===== config.mk =====
export PLATFORM = sky130hd
export DESIGN_NAME = sbe_ctrl
export DESIGN_NICKNAME = d
export VERILOG_FILES = /design/src/rtl/sbe_pkg.sv /design/src/rtl/sbe_ctrl.sv
export SDC_FILE = /design/constraint.sdc
export NUM_CORES = 1
export LEC_CHECK = 0
export BUFFER_PORTS_ARGS = -buffer_cell sky130_fd_sc_hd__buf_2
export CAP_MARGIN = 20
export CORE_MARGIN = 2
export CORE_UTILIZATION = 35
export CTS_CLUSTER_DIAMETER = 40
export DETAILED_ROUTE_END_ITERATION = 8
export GPL_TIMING_DRIVEN = 0
export PLACE_DENSITY = 0.62
export SLEW_MARGIN = 20
export SYNTH_ARGS = -nofsm -noshare
export SYNTH_HDL_FRONTEND = slang
export SYNTH_SLANG_ARGS = --single-unit

===== constraint.sdc =====
create_clock -name i_clk -period 2.4 [get_ports i_clk]
set_input_delay 0.24 -clock i_clk [delete_from_list [all_inputs] [get_ports i_clk]]
set_output_delay 0.24 -clock i_clk [all_outputs]
set_load 0.01 [all_outputs]

===== src/rtl/sbe_pkg.sv =====
// Shared widths, codes and control/status types for the band energy block.
package sbe_pkg;

    // Field and register widths
    localparam int MAG_W  = 32;
    localparam int EDGE_W = 17;
    localparam int SR_W   = 18;
    localparam int NORM_W = 32;
    localparam int DB_W   = 17;
    localparam int ST_W   = 2;

    // Stream and configuration port widths
    localparam int IN_TDATA_W  = 32;
    localparam int OUT_TDATA_W = 24;
    localparam int CFG_AW      = 2;
    localparam int CFG_DW      = 32;

    // Register indexes
    localparam logic [CFG_AW-1:0] CFG_LOW_EDGE  = 2'd0;
    localparam logic [CFG_AW-1:0] CFG_HIGH_EDGE = 2'd1;
    localparam logic [CFG_AW-1:0] CFG_SAMPLE_RT = 2'd2;
    localparam logic [CFG_AW-1:0] CFG_NORM      = 2'd3;

    // Register reset values
    localparam logic [EDGE_W-1:0] RST_LOW_EDGE  = 17'd0;
    localparam logic [EDGE_W-1:0] RST_HIGH_EDGE = 17'd8000;
    localparam logic [SR_W-1:0]   RST_SAMPLE_RT = 18'd16000;
    localparam logic [NORM_W-1:0] RST_NORM      = 32'd16777216;

    // Status codes
    localparam logic [ST_W-1:0] ST_VALID = 2'd0;
    localparam logic [ST_W-1:0] ST_EMPTY = 2'd1;
    localparam logic [ST_W-1:0] ST_FLOOR = 2'd2;

    // Frame state
    localparam int CNT_W = 11;
    localparam logic [CNT_W-1:0] CNT_MAX = 11'd2047;
    localparam int SUM_W = 42;

    // Floor test: den < 2^42, so a sum of 2^13 or more is never below 1e-9 of it
    localparam int FLOOR_SUM_W = 13;
    localparam int E9_W        = 30;
    localparam int FP_W        = FLOOR_SUM_W + E9_W;
    localparam logic [E9_W-1:0] ONE_E9 = 30'd1000000000;

    // log2 unit, Q.30 output
    localparam int LOG_EW = 6;
    localparam int LOG_FW = 30;
    localparam int LOG_W  = LOG_EW + LOG_FW;
    localparam int LOG_MW = 32;

    // dB scaling: 20*log10(2) in Q.20, product split in two partial products
    localparam int K_W     = 23;
    localparam logic [K_W-1:0] K20LOG2 = 23'd6313057;
    localparam int D_SPLIT = 18;
    localparam int PP_W    = D_SPLIT + K_W;
    localparam int RND_W   = 60;
    localparam int RND_SH  = 42;
    localparam int Q_W     = RND_W - RND_SH;
    localparam logic [RND_W-1:0] RND_HALF = 60'h200_0000_0000;
    localparam logic [Q_W-1:0]  Q_FLOOR  = 18'd46080;
    localparam logic [Q_W-1:0]  Q_CEIL   = 18'd49408;
    localparam logic [DB_W-1:0] DB_FLOOR = 17'h14C00;
    localparam logic [DB_W-1:0] DB_CEIL  = 17'd49408;

    typedef struct packed {
        logic acc_in;     // add the bin on the input port
        logic hold_in;    // capture the input request
        logic lim_start;  // start the band limit dividers
        logic acc_held;   // add the captured bin
        logic den_calc;   // form denominator and floor product
        logic log_start;
        logic log_sel;    // 0: band sum, 1: denominator
        logic diff_calc;
        logic mul_lo;
        logic mul_hi;
        logic set_empty;
        logic set_floor;
        logic set_level;
        logic load_out;
    } t_cmd;

    typedef struct packed {
        logic cnt_zero;
        logic held_last;
        logic div_done;
        logic log_done;
        logic empty;
        logic floor_hit;
    } t_sts;

endpackage


===== src/rtl/sbe_ctrl.sv =====
// Controller: sequences bin intake, limit division, log passes and the result register.
module sbe_ctrl (
    input  logic          i_clk,
    input  logic          i_rst_n,
    input  logic          i_s_tvalid,
    input  logic          i_s_tlast,
    output logic          o_s_tready,
    output logic          o_m_tvalid,
    input  logic          i_m_tready,
    input  sbe_pkg::t_sts i_sts,
    output sbe_pkg::t_cmd o_cmd
);

    localparam logic [3:0] S_IDLE = 4'd0;
    localparam logic [3:0] S_LIM  = 4'd1;
    localparam logic [3:0] S_ACC  = 4'd2;
    localparam logic [3:0] S_DEN  = 4'd3;
    localparam logic [3:0] S_CLS  = 4'd4;
    localparam logic [3:0] S_LOGN = 4'd5;
    localparam logic [3:0] S_LSTD = 4'd6;
    localparam logic [3:0] S_LOGD = 4'd7;
    localparam logic [3:0] S_SUB  = 4'd8;
    localparam logic [3:0] S_MLO  = 4'd9;
    localparam logic [3:0] S_MHI  = 4'd10;
    localparam logic [3:0] S_RND  = 4'd11;
    localparam logic [3:0] S_EMIT = 4'd12;

    logic [3:0] r_state;
    logic [3:0] n_state;
    logic       r_out_valid;
    logic       n_out_valid;
    logic       w_accept;

    assign o_s_tready = (r_state == S_IDLE);
    assign w_accept   = i_s_tvalid && o_s_tready;

    always_comb begin
        n_state = r_state;
        o_cmd   = '0;
        case (r_state)
            S_IDLE: begin
                if (w_accept) begin
                    o_cmd.hold_in = 1'b1;
                    if (i_sts.cnt_zero) begin
                        o_cmd.lim_start = 1'b1;
                        n_state = S_LIM;
                    end else begin
                        o_cmd.acc_in = 1'b1;
                        n_state = i_s_tlast ? S_DEN : S_IDLE;
                    end
                end
            end
            S_LIM: begin
                if (i_sts.div_done) begin
                    n_state = S_ACC;
                end
            end
            S_ACC: begin
                o_cmd.acc_held = 1'b1;
                n_state = i_sts.held_last ? S_DEN : S_IDLE;
            end
            S_DEN: begin
                o_cmd.den_calc = 1'b1;
                n_state = S_CLS;
            end
            S_CLS: begin
                if (i_sts.empty) begin
                    o_cmd.set_empty = 1'b1;
                    n_state = S_EMIT;
                end else if (i_sts.floor_hit) begin
                    o_cmd.set_floor = 1'b1;
                    n_state = S_EMIT;
                end else begin
                    o_cmd.log_start = 1'b1;
                    n_state = S_LOGN;
                end
            end
            S_LOGN: begin
                if (i_sts.log_done) begin
                    n_state = S_LSTD;
                end
            end
            S_LSTD: begin
                o_cmd.log_start = 1'b1;
                o_cmd.log_sel   = 1'b1;
                n_state = S_LOGD;
            end
            S_LOGD: begin
                o_cmd.log_sel = 1'b1;
                if (i_sts.log_done) begin
                    n_state = S_SUB;
                end
            end
            S_SUB: begin
                o_cmd.diff_calc = 1'b1;
                n_state = S_MLO;
            end
            S_MLO: begin
                o_cmd.mul_lo = 1'b1;
                n_state = S_MHI;
            end
            S_MHI: begin
                o_cmd.mul_hi = 1'b1;
                n_state = S_RND;
            end
            S_RND: begin
                o_cmd.set_level = 1'b1;
                n_state = S_EMIT;
            end
            S_EMIT: begin
                if (!r_out_valid || i_m_tready) begin
                    o_cmd.load_out = 1'b1;
                    n_state = S_IDLE;
                end
            end
            default: begin
                n_state = S_IDLE;
            end
        endcase
    end

    always_comb begin
        if (o_cmd.load_out) begin
            n_out_valid = 1'b1;
        end else if (i_m_tready) begin
            n_out_valid = 1'b0;
        end else begin
            n_out_valid = r_out_valid;
        end
    end

    always_ff @(posedge i_clk) begin
        if (!i_rst_n) begin
            r_state     <= S_IDLE;
            r_out_valid <= 1'b0;
        end else begin
            r_state     <= n_state;
            r_out_valid <= n_out_valid;
        end
    end

    assign o_m_tvalid = r_out_valid;

    a_clear_after_load: assert property (@(posedge i_clk) disable iff (!i_rst_n)
        o_cmd.load_out |=> i_sts.cnt_zero)
        else $error("frame state not cleared after result load");

    a_div_done_in_lim: assert property (@(posedge i_clk) disable iff (!i_rst_n)
        i_sts.div_done |-> (r_state == S_LIM))
        else $error("limit divider finished outside limit state");

    a_log_done_in_wait: assert property (@(posedge i_clk) disable iff (!i_rst_n)
        i_sts.log_done |-> ((r_state == S_LOGN) || (r_state == S_LOGD)))
        else $error("log unit finished outside a log wait state");

    a_one_result: assert property (@(posedge i_clk) disable iff (!i_rst_n)
        $onehot0({o_cmd.set_empty, o_cmd.set_floor, o_cmd.set_level, o_cmd.load_out}))
        else $error("conflicting result commands");

endmodule


# == After elaboration in Yosys (flattened, before gate mapping) ==
# Cells that the tools add are included.
# word_totals
register_bits,5
latchBits,0
mem_bits_rw,0
mem_bits_ro,0
out_inout_bits,16
wordCells,59
n_memories,0
# classes
addsub,0
multipliers,0
div_mod_pow,0
magnitude_cmp,0
n_eq_ne,17
shifts,0
mux,33
bitwise,0
reduce_logical,7
# op_table
cell,n
$pmux W4 S13,1
$mux W4,7
$eq A4 B4 Y1 const B,5
$mux W1,18
$eq A4 B3 Y1 const B,4
$eq A4 B2 Y1 const B,2
$mux W2,4
$ne A2 B2 Y1 const B,4
$mux W3,2
$reduce_and A5 Y1,1
$eq A4 B1 Y1 const B,1
$logic_not A4 Y1,1
$ne A2 B1 Y1 const B,1
$pmux W1 S2,1
$reduce_bool A2 Y1,1
$reduce_or A2 Y1,1
$logic_and A1 B1 Y1,1
$logic_not A1 Y1,1
$logic_or A1 B1 Y1,1

# == Longest topological paths before layout ==
# depth
depth_word,5
ltp_mapped,6
mapped_depth_nobuf,4

# == Worst setup path after synthesis ==
# OpenSTA, ideal clock, no wires.
# synth_path
path_kind,flip-flop to output port
from,reg r_state[0]
to,out o_cmd[13] (netlist bit)
t_arrival_ps,1308
required_time_ps,2160
path_slack_ps,852
stages_incl_launch_ff,5
cell_sequence,dfxtp_1 > clkbuf_1 > nor4_2 > and2_1 > nor2b_1
# synth_lines
item,line,text
"start, declared",sbe_ctrl.sv:28,logic [3:0] r_state;
"start signal, assigned",sbe_ctrl.sv:137,r_state <= n_state;
"end, declared",sbe_ctrl.sv:11,output sbe_pkg::t_cmd o_cmd

==> results.json <==
{
  "grt-ovfl-total": 0,
  "max_cap_violations": 0,
  "layout_commonest_cell": "buf_2",
  "initial_core_util_pct": 38.2,
  "crit_chain": "nor2_1 -> nand3_1 -> nor2_1 -> buf_4 -> buf_2",
  "hold_path_class": "in2reg",
  "gr-usage-met1_pct": 17.7,
  "slew_violations": 0,
  "end_kind": "output pin",
  "hold_path_startpoint": "i_rst_n",
  "crit_buf_inv": 2,
  "design.portCount": 27,
  "gp_congestion": 0.744,
  "syn_nets": 77,
  "use_met3_pct": 8.62,
  "path_delay_family": "simple AND/OR/NAND/NOR gates",
  "fin_cells": 111,
  "area_growth_syn_to_layout_pct": 34.4,
  "rsz0062_at_grt": "no",
  "grt_usage_pct": 14.7,
  "synth_cell_types": 35,
  "final_cell_mix": "28 x buf_2, 7 x nor2_1, 5 x nor3_1, 5 x dfxtp_1",
  "dp_cells": 107,
  "rows": 13,
  "skew_ps": 2.35,
  "cp.depth": 5,
  "grtUsageMet2_pct": 24.1,
  "routed_wl_mm": 1.27,
  "timing.critical_path.arrival_ps": 1480,
  "slew_headroom_pct": 71.5,
  "cp_max_fo": 6,
  "first_pass_iters": 5,
  "yosysWarnings": 0,
  "drive_gt1_share_pct": 41.7,
  "worstSetupPathType": "reg2out",
  "vias_per_cell": 5.26,
  "drtAntennaViolNets": 0,
  "ir_drop_mv": 0.364,
  "drc_errors": 0,
  "cts_sinks": 5,
  "diodes": 0,
  "hold_violations": 0,
  "grt_max_degree": 11,
  "grt_pass1_vias": 493,
  "status": "completed",
  "crit_required_ps": 2160,
  "setup.worst_path.start_class": "register",
  "cts_resized": 0,
  "dieArea_sq_mm": 0.00178,
  "synth_cells": 66,
  "ys_ff_latch": 5,
  "numCtsBuffers": 3,
  "yosysSeqAreaShare_pct": 19.7,
  "path_clk_slew_ps": 40,
  "worstRegToRegCells": 5,
  "drt-initial-drc-count": 6,
  "setup-violations-final": 0,
  "timing.rr.start": "r_state[2]$_SDFFE_PN0P_",
  "core_area_sq_mm": 0.00133,
  "tns_ps": 0,
  "cts_setup_buffers": 0,
  "min_period_ps": 1720,
  "clk_latency_ps": 240,
  "grt_pass1_wl_mm": 2.02,
  "async_flop_share_pct": 0,
  "tightest_slew_ps": 426,
  "avgSynthCellArea_sq_um": 7.72,
  "cellPowerDensity_mw_per_mm2": 560,
  "cts_hold_buf": 0,
  "cts-root-buf": "clkbuf_4",
  "fin_nets": 108,
  "vias": 584,
  "synth_edf_count": 0,
  "hpwlAfterDp_um": 978,
  "htreeDepth": 1,
  "cp-startpoint": "r_state[1]$_SDFFE_PN0P_",
  "reg2reg_to": "r_state[2]$_SDFFE_PN0P_",
  "cts_tree": "done",
  "fmax_mhz": 581,
  "synth_ff_type": "dfxtp_1",
  "die-width_um": 42.1,
  "cts_buffer_depth": 2,
  "cp_common_cell": "nor2_1",
  "wl_per_cell_um": 11.5,
  "slowest_stage": "dfxtp_1",
  "antenna_found_initial": 0,
  "die_h_um": 42.1,
  "synth_area_sq_um": 509,
  "io_buffers": 26,
  "finalCritPeriodShare_pct": 71.7,
  "grt_busiest_layer": "met2",
  "crit_path_max_incr_delay_ps": 360,
  "p_leak_nw": 0.347,
  "crit_end": "o_cmd[0]",
  "r2r_slack_ps": 1070
}
[power by group]
part / switching (mW) / internal, mW / total [mW]
registers: 0.00897 / 0.0926 / 0.102
logic: 0.105 / 0.0824 / 0.188
clock network: 0.0314 / 0.0626 / 0.0941
[cells by family after synthesis]
| logic type | count (synthesis) | share of synthesized area [%] |
|---|---|---|
| simple gates | 33 | 38.6 |
| compound gates | 19 | 31.0 |
| flops | 5 | 19.7 |
| buf+inv | 9 | 10.8 |
[routing by layer]
layer  vias to the layer above  share of wire, %
met3                         0               8.3
met1                       266                49
met4                         0                 0
li1                        296                 -
met2                        22                43
met5                         -                 0
[Yosys cell counts (2+ instances only)]
| cell type | instances | area, sq um |
|---|---|---|
| a21oi_1 | 3 | 15.0 |
| and2_1 | 3 | 18.8 |
| and3_1 | 2 | 12.5 |
| buf_2 | 2 | 10.0 |
| buf_6 | 2 | 22.5 |
| dfxtp_1 | 5 | 100 |
| inv_1 | 2 | 7.51 |
| nand2_1 | 3 | 11.3 |
| nand2b_1 | 2 | 12.5 |
| nand3_1 | 2 | 10.0 |
| nor2_1 | 7 | 26.3 |
| nor2b_1 | 3 | 18.8 |
| nor3_1 | 5 | 25.0 |
| o21ai_0 | 3 | 15.0 |
| o21bai_1 | 2 | 15.0 |
[sequential cells by signal, indices dropped and copies added (netlist names)]
name,cells
r_state,4
o_m_tvalid,1
[how the worst min path moves through the flow]
stage / cells past startpoint / endpoint / slack [ps]
6_report: 3 / r_state[0]$_SDFFE_PN0P_ / 280
3_5_place_dp: 3 / r_state[0]$_SDFFE_PN0P_ / 520
4_1_cts: 3 / r_state[0]$_SDFFE_PN0P_ / 270
5_1_grt: 3 / r_state[0]$_SDFFE_PN0P_ / 300
3_3_place_gp: 3 / r_state[0]$_SDFFE_PN0P_ / 520
2_1_floorplan: 2 / r_state[0]$_SDFFE_PN0P_ / 340
[metrics by stage]
| step | cell area [sq um] | power [mW] | setup WS, ps | util [%] | hold WS (ps) |
|---|---|---|---|---|---|
| floorplan | 509 | 0.234 | 852 | - | 343 |
| global placement | 658 | 0.289 | 948 | 49.3 | 520 |
| detailed placement | 658 | 0.290 | 942 | 49.3 | 523 |
| CTS | 684 | 0.388 | 680 | 51.3 | 272 |
| global route | 684 | 0.416 | 489 | 51.3 | 300 |
| finish | 684 | 0.383 | 679 | 51.3 | 281 |
[layout make-up]
class,instances,area [sq um]
Buffer,6,43.8
Clock buffer,4,26.3
Fill cell,137,649
Inverter,3,11.3
Multi-Input combinational cell,52,354
Sequential cell,5,100
Tap cell,15,18.8
Timing Repair Buffer,26,130
[worst reg2reg max path, cell delays in order (launching register included)]
cell	delay (ps)
dfxtp_1	300
buf_6	130
nor2b_4	120
o211a_1	250
o21bai_4	190
o221a_1	230
No activity file was read; power rests on OpenSTA's default activity.
